### src/rtl/cptd_pkg.sv
// shared types, codes and match function for the prefix table
`timescale 1ns / 1ps

package cptd_pkg;

  localparam int unsigned ENTRIES_DEF = 64;
  localparam int unsigned ADDR_W      = 32;
  localparam int unsigned LEN_W       = 6;
  localparam int unsigned REM_W       = 6;
  localparam int unsigned STATUS_W    = 3;
  localparam logic [LEN_W-1:0] MAX_LEN = LEN_W'(32);

  // request function codes
  localparam logic FUNC_INSERT = 1'b0;
  localparam logic FUNC_LIST   = 1'b1;

  typedef enum logic [STATUS_W-1:0] {
    ST_ADDED   = 3'd0,
    ST_COVERED = 3'd1,
    ST_FULL    = 3'd2,
    ST_LISTED  = 3'd3,
    ST_EMPTY   = 3'd4
  } status_e;

  typedef enum logic [2:0] {
    S_IDLE,
    S_COVER,
    S_KILL,
    S_LIST,
    S_FINISH
  } state_e;

  // one stored prefix and its live flag
  typedef struct packed {
    logic              live;
    logic [ADDR_W-1:0] addr;
    logic [LEN_W-1:0]  len;
  } entry_t;

  // true when address a lies inside prefix base/len, len 0..32
  function automatic logic prefix_holds(input logic [ADDR_W-1:0] base,
                                        input logic [LEN_W-1:0]  len,
                                        input logic [ADDR_W-1:0] a);
    logic [ADDR_W-1:0] mask;
    mask = ~({ADDR_W{1'b1}} >> len);
    return ((a ^ base) & mask) == '0;
  endfunction

endpackage

### src/rtl/cidr_prefix_table_dedup_core.sv
// top level: prefix table with insert-time deduplication and listing
// n = used slots; a scan pass reads slots 0..n-1, one slot per cycle except
// while a listed entry waits on a stalled output; insert: cover pass, then a kill
// pass only when the prefix is added; the result follows the kill pass when added,
// the cover pass when covered or full; list: live entries stream out one behind
// the scan; next request in the cycle after the final result, output stalls add
// reset clears the slot count and control; stored entries are read only below it
`timescale 1ns / 1ps

module cidr_prefix_table_dedup_core #(
  parameter int unsigned ENTRIES = cptd_pkg::ENTRIES_DEF
) (
  input  logic                            clk_i,
  input  logic                            rst_ni,
  input  logic                            in_valid_i,
  output logic                            in_ready_o,
  input  logic                            func_i,
  input  logic [cptd_pkg::ADDR_W-1:0]     addr_i,
  input  logic [cptd_pkg::LEN_W-1:0]      prefix_len_i,
  output logic                            out_valid_o,
  input  logic                            out_ready_i,
  output logic [cptd_pkg::STATUS_W-1:0]   status_o,
  output logic [cptd_pkg::ADDR_W-1:0]     entry_addr_out_o,
  output logic [cptd_pkg::LEN_W-1:0]      entry_len_out_o,
  output logic [cptd_pkg::REM_W-1:0]      removed_count_o,
  output logic                            last_o
);
  import cptd_pkg::*;

  localparam int unsigned IDX_W = (ENTRIES > 1) ? $clog2(ENTRIES) : 1;
  localparam int unsigned CNT_W = $clog2(ENTRIES + 1);

  // control state
  state_e             state_q, state_d;
  logic [CNT_W-1:0]   used_q, used_d;
  logic [CNT_W-1:0]   j_q, j_d;
  logic [IDX_W-1:0]   rj_q, rj_d;
  logic               rv_q, rv_d;
  logic               cov_q, cov_d;
  logic               any_q, any_d;
  logic [CNT_W-1:0]   rem_q, rem_d;

  // request registers; a list keeps the latest live entry in addr and len
  logic               func_q, func_d;
  logic [ADDR_W-1:0]  addr_q, addr_d;
  logic [LEN_W-1:0]   len_q, len_d;

  // output register
  logic               out_valid_q, out_valid_d;
  logic               out_load;
  status_e            st_q, st_d;
  logic [ADDR_W-1:0]  oaddr_q, oaddr_d;
  logic [LEN_W-1:0]   olen_q, olen_d;
  logic [REM_W-1:0]   orem_q, orem_d;
  logic               olast_q, olast_d;

  // memory port signals
  logic               wr_en;
  logic [IDX_W-1:0]   wr_idx;
  entry_t             wr_data;
  logic               rd_en;
  entry_t             rd_data;

  // scan helpers
  logic               out_free;
  logic               scanning;
  logic               scan_done;
  logic               cov_hit;
  logic               kill_hit;
  logic               list_hit;
  logic               adv;
  logic               full;

  cptd_mem #(
    .ENTRIES (ENTRIES)
  ) u_mem (
    .clk_i     (clk_i),
    .wr_en_i   (wr_en),
    .wr_idx_i  (wr_idx),
    .wr_data_i (wr_data),
    .rd_en_i   (rd_en),
    .rd_idx_i  (j_q[IDX_W-1:0]),
    .rd_data_o (rd_data)
  );

  // evaluation of the entry from the last issued read
  assign out_free  = !out_valid_q || out_ready_i;
  assign scanning  = (state_q == S_COVER) || (state_q == S_KILL) || (state_q == S_LIST);
  assign scan_done = !(j_q < used_q);
  assign cov_hit   = rv_q && rd_data.live && (rd_data.len < len_q) &&
                     prefix_holds(rd_data.addr, rd_data.len, addr_q);
  assign kill_hit  = rv_q && rd_data.live && prefix_holds(addr_q, len_q, rd_data.addr);
  assign list_hit  = rv_q && rd_data.live;
  assign adv       = !((state_q == S_LIST) && list_hit && any_q) || out_free;
  assign full      = (used_q == CNT_W'(ENTRIES));

  // next state and datapath control
  always_comb begin
    state_d  = state_q;
    used_d   = used_q;
    j_d      = j_q;
    rj_d     = rj_q;
    rv_d     = rv_q;
    cov_d    = cov_q;
    any_d    = any_q;
    rem_d    = rem_q;
    func_d   = func_q;
    addr_d   = addr_q;
    len_d    = len_q;
    out_load = 1'b0;
    st_d     = st_q;
    oaddr_d  = oaddr_q;
    olen_d   = olen_q;
    orem_d   = orem_q;
    olast_d  = olast_q;
    wr_en    = 1'b0;
    wr_idx   = used_q[IDX_W-1:0];
    wr_data  = '{live: 1'b1, addr: addr_q, len: len_q};
    rd_en    = 1'b0;
    in_ready_o = 1'b0;

    unique case (state_q)
      S_IDLE: begin
        in_ready_o = 1'b1;
        if (in_valid_i) begin
          func_d  = func_i;
          addr_d  = addr_i;
          len_d   = (prefix_len_i > MAX_LEN) ? MAX_LEN : prefix_len_i;
          j_d     = '0;
          rv_d    = 1'b0;
          cov_d   = 1'b0;
          any_d   = 1'b0;
          rem_d   = '0;
          state_d = (func_i == FUNC_LIST) ? S_LIST : S_COVER;
        end
      end

      S_COVER: begin
        // a live entry with a shorter length that holds the address covers it
        if (cov_hit) begin
          cov_d = 1'b1;
        end
        if (scan_done) begin
          j_d = '0;
          if (cov_d || full) begin
            state_d = S_FINISH;
          end else begin
            state_d = S_KILL;
          end
        end
      end

      S_KILL: begin
        // clear the live flag of every entry inside the new prefix
        if (kill_hit) begin
          wr_en   = 1'b1;
          wr_idx  = rj_q;
          wr_data = '{live: 1'b0, addr: rd_data.addr, len: rd_data.len};
          rem_d   = rem_q + CNT_W'(1);
        end
        if (scan_done) begin
          state_d = S_FINISH;
        end
      end

      S_LIST: begin
        // emit the held entry once a later live one shows it is not last
        if (adv && list_hit) begin
          if (any_q) begin
            out_load = 1'b1;
            st_d     = ST_LISTED;
            oaddr_d  = addr_q;
            olen_d   = len_q;
            orem_d   = '0;
            olast_d  = 1'b0;
          end
          any_d  = 1'b1;
          addr_d = rd_data.addr;
          len_d  = rd_data.len;
        end
        if (adv && scan_done) begin
          state_d = S_FINISH;
        end
      end

      S_FINISH: begin
        if (out_free) begin
          out_load = 1'b1;
          oaddr_d  = addr_q;
          olen_d   = len_q;
          orem_d   = '0;
          olast_d  = 1'b1;
          state_d  = S_IDLE;
          priority if (func_q == FUNC_LIST) begin
            if (any_q) begin
              st_d = ST_LISTED;
            end else begin
              st_d    = ST_EMPTY;
              oaddr_d = '0;
              olen_d  = '0;
            end
          end else if (cov_q) begin
            st_d = ST_COVERED;
          end else if (full) begin
            st_d = ST_FULL;
          end else begin
            st_d   = ST_ADDED;
            orem_d = REM_W'(rem_q);
            wr_en  = 1'b1;
            used_d = used_q + CNT_W'(1);
          end
        end
      end

      default: begin
        state_d = S_IDLE;
      end
    endcase

    // scan read pipeline, one slot per cycle while the scan advances
    if (scanning && adv) begin
      if (j_q < used_q) begin
        rd_en = 1'b1;
        rj_d  = j_q[IDX_W-1:0];
        j_d   = j_q + CNT_W'(1);
        rv_d  = 1'b1;
      end else begin
        rv_d = 1'b0;
      end
    end

    // output register handshake
    if (out_load) begin
      out_valid_d = 1'b1;
    end else if (out_ready_i) begin
      out_valid_d = 1'b0;
    end else begin
      out_valid_d = out_valid_q;
    end
  end

  // control registers
  always_ff @(posedge clk_i or negedge rst_ni) begin
    if (!rst_ni) begin
      state_q     <= S_IDLE;
      used_q      <= '0;
      rv_q        <= 1'b0;
      out_valid_q <= 1'b0;
    end else begin
      state_q     <= state_d;
      used_q      <= used_d;
      rv_q        <= rv_d;
      out_valid_q <= out_valid_d;
    end
  end

  // payload registers
  always_ff @(posedge clk_i) begin
    j_q     <= j_d;
    rj_q    <= rj_d;
    cov_q   <= cov_d;
    any_q   <= any_d;
    rem_q   <= rem_d;
    func_q  <= func_d;
    addr_q  <= addr_d;
    len_q   <= len_d;
    st_q    <= st_d;
    oaddr_q <= oaddr_d;
    olen_q  <= olen_d;
    orem_q  <= orem_d;
    olast_q <= olast_d;
  end

  assign out_valid_o      = out_valid_q;
  assign status_o         = st_q;
  assign entry_addr_out_o = oaddr_q;
  assign entry_len_out_o  = olen_q;
  assign removed_count_o  = orem_q;
  assign last_o           = olast_q;

endmodule

### src/rtl/cptd_mem.sv
// prefix storage: one write port, one read port with registered data
`timescale 1ns / 1ps

module cptd_mem #(
  parameter int unsigned ENTRIES = cptd_pkg::ENTRIES_DEF,
  localparam int unsigned IDX_W  = (ENTRIES > 1) ? $clog2(ENTRIES) : 1
) (
  input  logic                  clk_i,
  input  logic                  wr_en_i,
  input  logic [IDX_W-1:0]      wr_idx_i,
  input  cptd_pkg::entry_t      wr_data_i,
  input  logic                  rd_en_i,
  input  logic [IDX_W-1:0]      rd_idx_i,
  output cptd_pkg::entry_t      rd_data_o
);
  import cptd_pkg::*;

  entry_t mem_q [ENTRIES];
  entry_t rd_data_q;

  // write port
  always_ff @(posedge clk_i) begin
    if (wr_en_i) begin
      mem_q[wr_idx_i] <= wr_data_i;
    end
  end

  // read port, data holds while no read is issued
  always_ff @(posedge clk_i) begin
    if (rd_en_i) begin
      rd_data_q <= mem_q[rd_idx_i];
    end
  end

  assign rd_data_o = rd_data_q;

endmodule

### config.mk
export PLATFORM = sky130hd
export DESIGN_NAME = cidr_prefix_table_dedup_core
export DESIGN_NICKNAME = d
export VERILOG_FILES = /design/src/rtl/cptd_pkg.sv /design/src/rtl/cidr_prefix_table_dedup_core.sv /design/src/rtl/cptd_mem.sv
export SDC_FILE = /design/constraint.sdc
export NUM_CORES = 2
export LEC_CHECK = 0
export ABC_CLOCK_PERIOD_IN_PS = 15400
export BUFFER_PORTS_ARGS = -buffer_cell sky130_fd_sc_hd__buf_4
export CORE_ASPECT_RATIO = 1.2
export CORE_MARGIN = 1.5
export CORE_UTILIZATION = 35
export DETAILED_ROUTE_END_ITERATION = 10
export RECOVER_POWER = 100
export SYNTH_ARGS = -nofsm -noshare
export SYNTH_HDL_FRONTEND = slang
export SYNTH_SLANG_ARGS = --single-unit
### constraint.sdc
create_clock -name clk_i -period 15.4 [get_ports clk_i]
set_input_delay 0.77 -clock clk_i [delete_from_list [all_inputs] [get_ports clk_i]]
set_output_delay 0.77 -clock clk_i [all_outputs]
set_load 0.005 [all_outputs]
Yosys cells after proc, flatten, opt, wreduce, memory -nomap -nowiden
Memories as Yosys holds them, arrays and structs flattened. A register that Yosys moved wholly into a read port is not among the register bits.
Index checks and enable logic that the tools add are counted.

cells by class
  mux-type cells = 83
  equal/unequal tests = 13
  $lt $le $gt $ge = 3
  bitwise logic cells = 8
  $add $sub $neg = 3
  reductions and logical operators = 36
  shift-type cells = 2

operators with widths
  cell                   number
  $mux 32                7
  $pmux 32 s2            2
  $mux 6                 16
  $mux 39                2
  $and 32x32->32         2
  $logic_not 32->1       2
  $not 32->32            2
  $shr 32x6->32 const A  2
  $mux 7                 6
  $pmux 6 s2             3
  $mux 3                 11
  $xor 32x32->32         1
  $pmux 7 s2             2
  $mux 1                 24
  $add 7x1->7 const B    3
  $pmux 3 s5             1
  $reduce_bool 2->1      7
  $ne 2x2->1 const B     6
  $pmux 1 s2             5
  $reduce_and 5->1       2
  $logic_and 1x1->1      9
  $reduce_and 2->1       4
  $eq 7x7->1 const B     1
  $lt 7x7->1             1
  other kinds (14)       27

word-level totals
  output and inout bits = 50
  input bits = 43
  flip-flop bits (word level) = 121
  logic and storage cells = 166
  memories = 1
  bits in writable memories = 2496

memories
  memory       words  bits a word  rd ports  clocked after memory_dff  write ports  line            source
  u_mem.mem_q  64     39           1         1                         1            cptd_mem.sv:18  entry_t mem_q [ENTRIES];

Depth between registers and ports, before layout
  depth in word-level cells = 11
  depth in mapped cells = 11
  gate-level depth less buffers = 10

Hierarchy
Synthesis repeated with hierarchy kept, for this count alone.

second synthesis, totals
  cells, all modules = 4950
  area total of the unflattened synthesis = 103274.0 µm²

modules (own cells, without submodules)
  module                        seq. area each (µm²)  cells each  area an instance (µm²)  times used
  cptd_mem                      76123.0               4270        96236.0                 1
  cidr_prefix_table_dedup_core  3473.3                680         7038.0                  1

Worst setup path before layout
Ideal clock, no wire load.

  kind = register -> register
  start = reg used_q[0]
  end = mem u_mem.mem_q[43][0] (netlist name) (enable)
  clock period less this slack = 5579 ps
  stages on the path, launching flop included = 11
  setup time = 496 ps
  buffers on the path = 1
  data required time = 14904 ps
  arrival time = 5083 ps
  slack = 9821 ps
  cells stage by stage = dfrtp_1 > inv_1 > ha_1 > and4_1 > nor4_2 > and2_0 > clkbuf_2 > nand4_2 > nand2_1 > nand2_1 > o32ai_1

on the way
  longest elaborated chain between the ends = 8
  elaborated cells on any way between the ends = 10
  classes of those cells = eq/ne (1); mux (9)

RTL lines
  item                          line                                 source
  start: declaration            cidr_prefix_table_dedup_core.sv:35   logic [CNT_W-1:0] used_q, used_d;
  start signal: assignment      cidr_prefix_table_dedup_core.sv:251  used_q <= used_d;
  $eq 7x7->1                    cidr_prefix_table_dedup_core.sv:95   assign full = (used_q == CNT_W'(ENTRIES));
  $mux 1                        cidr_prefix_table_dedup_core.sv:204  end else if (full) begin
  $mux 1                        cidr_prefix_table_dedup_core.sv:202  end else if (cov_q) begin
  $mux 1                        cidr_prefix_table_dedup_core.sv:194  priority if (func_q == FUNC_LIST) begin
  $mux 1                        cidr_prefix_table_dedup_core.sv:187  if (out_free) begin
  $pmux 1 s2                    cidr_prefix_table_dedup_core.sv:122  unique case (state_q)
  $mux 1                        cptd_mem.sv:23                       if (wr_en_i) begin
  $mux 1 (implied by the code)  cptd_mem.sv:24                       mem_q[wr_idx_i] <= wr_data_i;
  end: declaration              cptd_mem.sv:18

Parallel ways exist; a longest one is shown, timed or not.

Worst setup path in the final report
  start = reg j_q[2]
  end = reg u_mem.rd_data_o[13] (netlist name)

on the way
  longest elaborated chain between the ends = 3

RTL lines
  item                      line                                 source
  start: declaration        cidr_prefix_table_dedup_core.sv:36   logic [CNT_W-1:0] j_q, j_d;
  start signal: assignment  cidr_prefix_table_dedup_core.sv:259  j_q <= j_d;
  $lt 7x7->1                cidr_prefix_table_dedup_core.sv:222  if (j_q < used_q) begin
  $mux 1                    cidr_prefix_table_dedup_core.sv:222
  $mux 1                    cidr_prefix_table_dedup_core.sv:221  if (scanning && adv) begin

Parallel ways exist; a longest one is shown, timed or not.
A chain may end at the register's enable or synchronous reset.

==> run_results.csv <==
group,metric,value,unit
outcome,outcome,"complete, but fails checks",
outcome,violations,"capacitance limit, slew limit",
power,sw_frac_of_total,0.2989,
critical_path,path_delay_family,"buffers and inverters",
final_layout,area_growth,12.66,%
timing,rsz0062_at_grt,"false",
power,pwr-share-comb,0.269,
grt,grt_pass1_vias,49250,
detailed_routing,top_layer,"met5",
critical_path,required,16.08,ns
timing,fmax,102.8,MHz
power,power_frac_clock,0.284,
synth,synth_top_cell_area_share,0.7683,
placement,placed_cell_area,0.1096,mm^2
power,ir_worst_vdd,0.0001578,V
clock_tree,cts_sinks,2655,
critical_path,crit-reg2reg-capture,"u_mem.rd_data_o[13]$_DFFE_PP_",
die,boundaryPins,93,
synth,synth_seq_area_share,0.7726,
detailed_routing,drt_iter0_drc,6183,
power,p_sw,6.236,mW
synth,async_reset_ff_frac,0.004520,
detailed_routing,drtAntennaViolNets,0,
clock_tree,post_cts_buffers,0,
synth,avgSynthCellArea,23.03,um^2
flow_run,max-cap-violations,157,
timing,skew,0.06373,ns
grt,grt_use_total,0.1808,
synth,yosysWarnings,0,
final_layout,register_area,0.07961,mm^2
synth,synth_seq_cells,2655,
detailed_routing,route.detailed.drc,0,
critical_path,critical_path.max_fanout,93,
detailed_routing,vias,48720,
critical_path,crit_buf_inv,1,
grt,antenna_found_initial,13,
power,seq_power_share,0.447,
grt,grt_pass1_wl,384.5,mm
detailed_routing,wl_met2,135.6,mm
grt,grt_overflow_total,0,
timing,worst_pin_slew,8.839,ns
die,die_x,498.3,um
detailed_routing,viasPerCell,5.555,
placement,hpwl,157.4,mm
final_layout,drive_gt1_frac,0.2604,
timing,max_slew_margin,-4.892,
detailed_routing,wl_met1,107.6,mm
timing,finalCriticalPeriod,9.726,ns
die,initial_core_util,0.3514,
hold_path,hp-start,"addr_i[12]",
die,die_h,597.3,um
timing,finalHoldViolations,0,
clock_tree,clock_latency,0.90,ns
timing,timing.setup.tns,0,ns
critical_path,r2r_slack,5.67,ns
synth,synth.area.top_cells,"edfxtp_1, mux4_2, nand2_1, clkbuf_1, buf_2",
clock_tree,htreeDepth,4,
synth,synth_edf_count,2636,
synth,netlist_area,0.1030,mm^2
detailed_routing,wirelength,272.3,mm
detailed_routing,firstDrtPassIters,5,
clock_tree,cts_tree,"done",
synth,synth_nets,4531,
final_layout,final_cell_area,0.1161,mm^2
power,leakage,34.54,nW
clock_tree,clockBufferDepth,4,
die,rows,218,
clock_tree,clkTransAtPathRegs,0.07,ns
timing,fin_crit_sh,0.6316,
final_layout,multi_input_area,0.02264,mm^2
hold_path,min_to,"addr_q[12]$_DFFE_PP_",
synth,synth.distinct_cells,67,
final_layout,layout_commonest_cell,"edfxtp_1",
clock_tree,numCtsBuffers,235,
final_layout,final_cell_mix,"edfxtp_1, mux4_2, nand2_1",
final_layout,nets,4788,
die,core_area,0.2932,mm^2
critical_path,crit_path_frequent_cell,"mux4_2",
timing,hold_ws,0.1394,ns
detailed_routing,routed-wl-met3,20.41,mm
critical_path,cp_cell_sequence,"clkbuf_1 -> mux4_2 -> mux4_2",
grt,grt_max_degree,132,
synth,ys.flop_type,"edfxtp_1",
hold_path,holdCritPathClass,"in -> reg",
critical_path,critPathKind,"reg -> reg",
synth,synth_largest_area_cell,"edfxtp_1",
critical_path,cp_slowest_cell,"clkbuf_1",
timing,slew_violations,5788,
hold_path,holdPathStages,3,
final_layout,n_fill_cell,25650,
critical_path,ff2ff_path_depth,3,
clock_tree,cts_root_buf,"clkbuf_16",
power,cell_internal_pwr,14.62,mW
critical_path,start_kind,"register",
synth,syn_inst,4473,
die,die_area,0.2976,mm^2
placement,gp_congestion,0.9535,
critical_path,cp-end-kind,"register",
power,powerDensity,179.7,mW/mm^2
detailed_routing,wl_per_cell,31.05,um
placement,portBuffers,92,
critical_path,worstPathArrival,10.40,ns
critical_path,rr_startpoint,"j_q[2]$_DFF_P_",
timing,setup_viol,0,
critical_path,slowest_delay,6.18,ns
routing by layer:
metal / GRT usage / up-vias
met4: 0.05087 / 2
met2: 0.3058 / 2203
met3: 0.02576 / 446
met5: 0 / -
li1: - / 19430
met1: 0.2435 / 26640
stage by stage:
stage          utilization  std cells  setup slack, ns  power (mW)
6_report            0.3958       8770            5.674       20.86
3_5_place_dp        0.3738       8342            9.936       15.02
4_1_cts             0.3997       8766            9.970       20.90
2_1_floorplan            -       4473            9.821       12.86
3_3_place_gp        0.3738       8342            9.889       14.97
5_1_grt             0.3958       8767            5.772       21.56
tightest hold or removal path, cell delays in order:
cell	delay, ns
buf_4	0.08
nand2_1	0.04
nand2_1	0.05
how the worst max path moves through the flow:
stage / startpoint / cells after the start / to / slack, ns
2_1_floorplan: used_q[0]$_DFFE_PN0P_ / 10 / u_mem.mem_q[43][0]$_DFFE_PP_ / 9.82
3_3_place_gp: len_q[1]$_DFFE_PP_ / 9 / u_mem.mem_q[0][31]$_DFFE_PP_ / 9.89
3_5_place_dp: j_q[0]$_DFF_P_ / 6 / u_mem.rd_data_o[8]$_DFFE_PP_ / 9.94
4_1_cts: j_q[0]$_DFF_P_ / 6 / u_mem.rd_data_o[8]$_DFFE_PP_ / 9.97
5_1_grt: j_q[2]$_DFF_P_ / 3 / u_mem.rd_data_o[3]$_DFFE_PP_ / 5.77
6_report: j_q[2]$_DFF_P_ / 3 / u_mem.rd_data_o[13]$_DFFE_PP_ / 5.67
cell usage after synthesis (all sizes together), types with 8 or more instances:
library cell / number
nor3: 19
nand4: 12
dfrtp: 12
or3: 8
inv: 28
buf: 100
xnor2: 22
ha: 15
a21o: 9
nand3: 25
a21oi: 81
nand3b: 8
clkbuf: 130
o21ai: 27
and2: 42
nor2: 57
nand2: 318
edfxtp: 2636
mux4: 819
xor2: 20
what timing repair did:
action | 4_1_cts | 5_1_grt
gates resized for setup | 0 | 0
endpoints found under the hold margin | 12 | 0
endpoints found under the setup margin | 0 | 0
hold buffers | 1 | 0
area by class of cell:
| type | count | area share |
|---|---|---|
| sequential | 2655 | 0.6859 |
| multi-input combinational | 1560 | 0.1951 |
| clock buffer | 272 | 0.05205 |
| tap | 3850 | 0.04150 |
| antenna | 4 | 0.00008624 |
| inverter | 28 | 0.0009055 |
| clock inverter | 151 | 0.01325 |
| timing repair buffer | 250 | 0.01125 |
registers in the layout (all words and copies together) (netlist names):
| name | flops |
|---|---|
| addr_q | 32 |
| any_q | 1 |
| cov_q | 1 |
| entry_addr_out_o | 32 |
| entry_len_out_o | 6 |
| func_q | 1 |
| j_q | 7 |
| last_o | 1 |
| len_q | 6 |
| out_valid_o | 1 |
| rem_q | 6 |
| removed_count_o | 6 |
| rj_q | 6 |
| rv_q | 1 |
| state_q | 3 |
| status_o | 3 |
| u_mem.mem_q | 2496 |
| u_mem.rd_data_o | 39 |
| used_q | 7 |
power groups by stage:
stage               combinational [mW]  sequential (mW)  clock, mW
finish                            5.61             9.33       5.92
global route                      5.93             9.36       6.27
CTS                               5.67             9.21       6.03
detailed placement                5.66             9.37          0
global placement                  5.62             9.36          0
floorplan                         3.66             9.19          0
cell families (layout without fill, tap and decap cells):
family	count (synthesis)	count (layout)	synth area share
muxes	823	823	0.1794
xor gates and xnor gates	42	42	0.003571
buffers and inverters	258	701	0.01036
adders and majority gates	15	15	0.001822
DFF	2655	2655	0.7726
AOI/OAI and AO/OA	166	166	0.01015
and+or+nand+nor	514	514	0.02206
other	0	4	0
(Power assumes the default switching activity.)
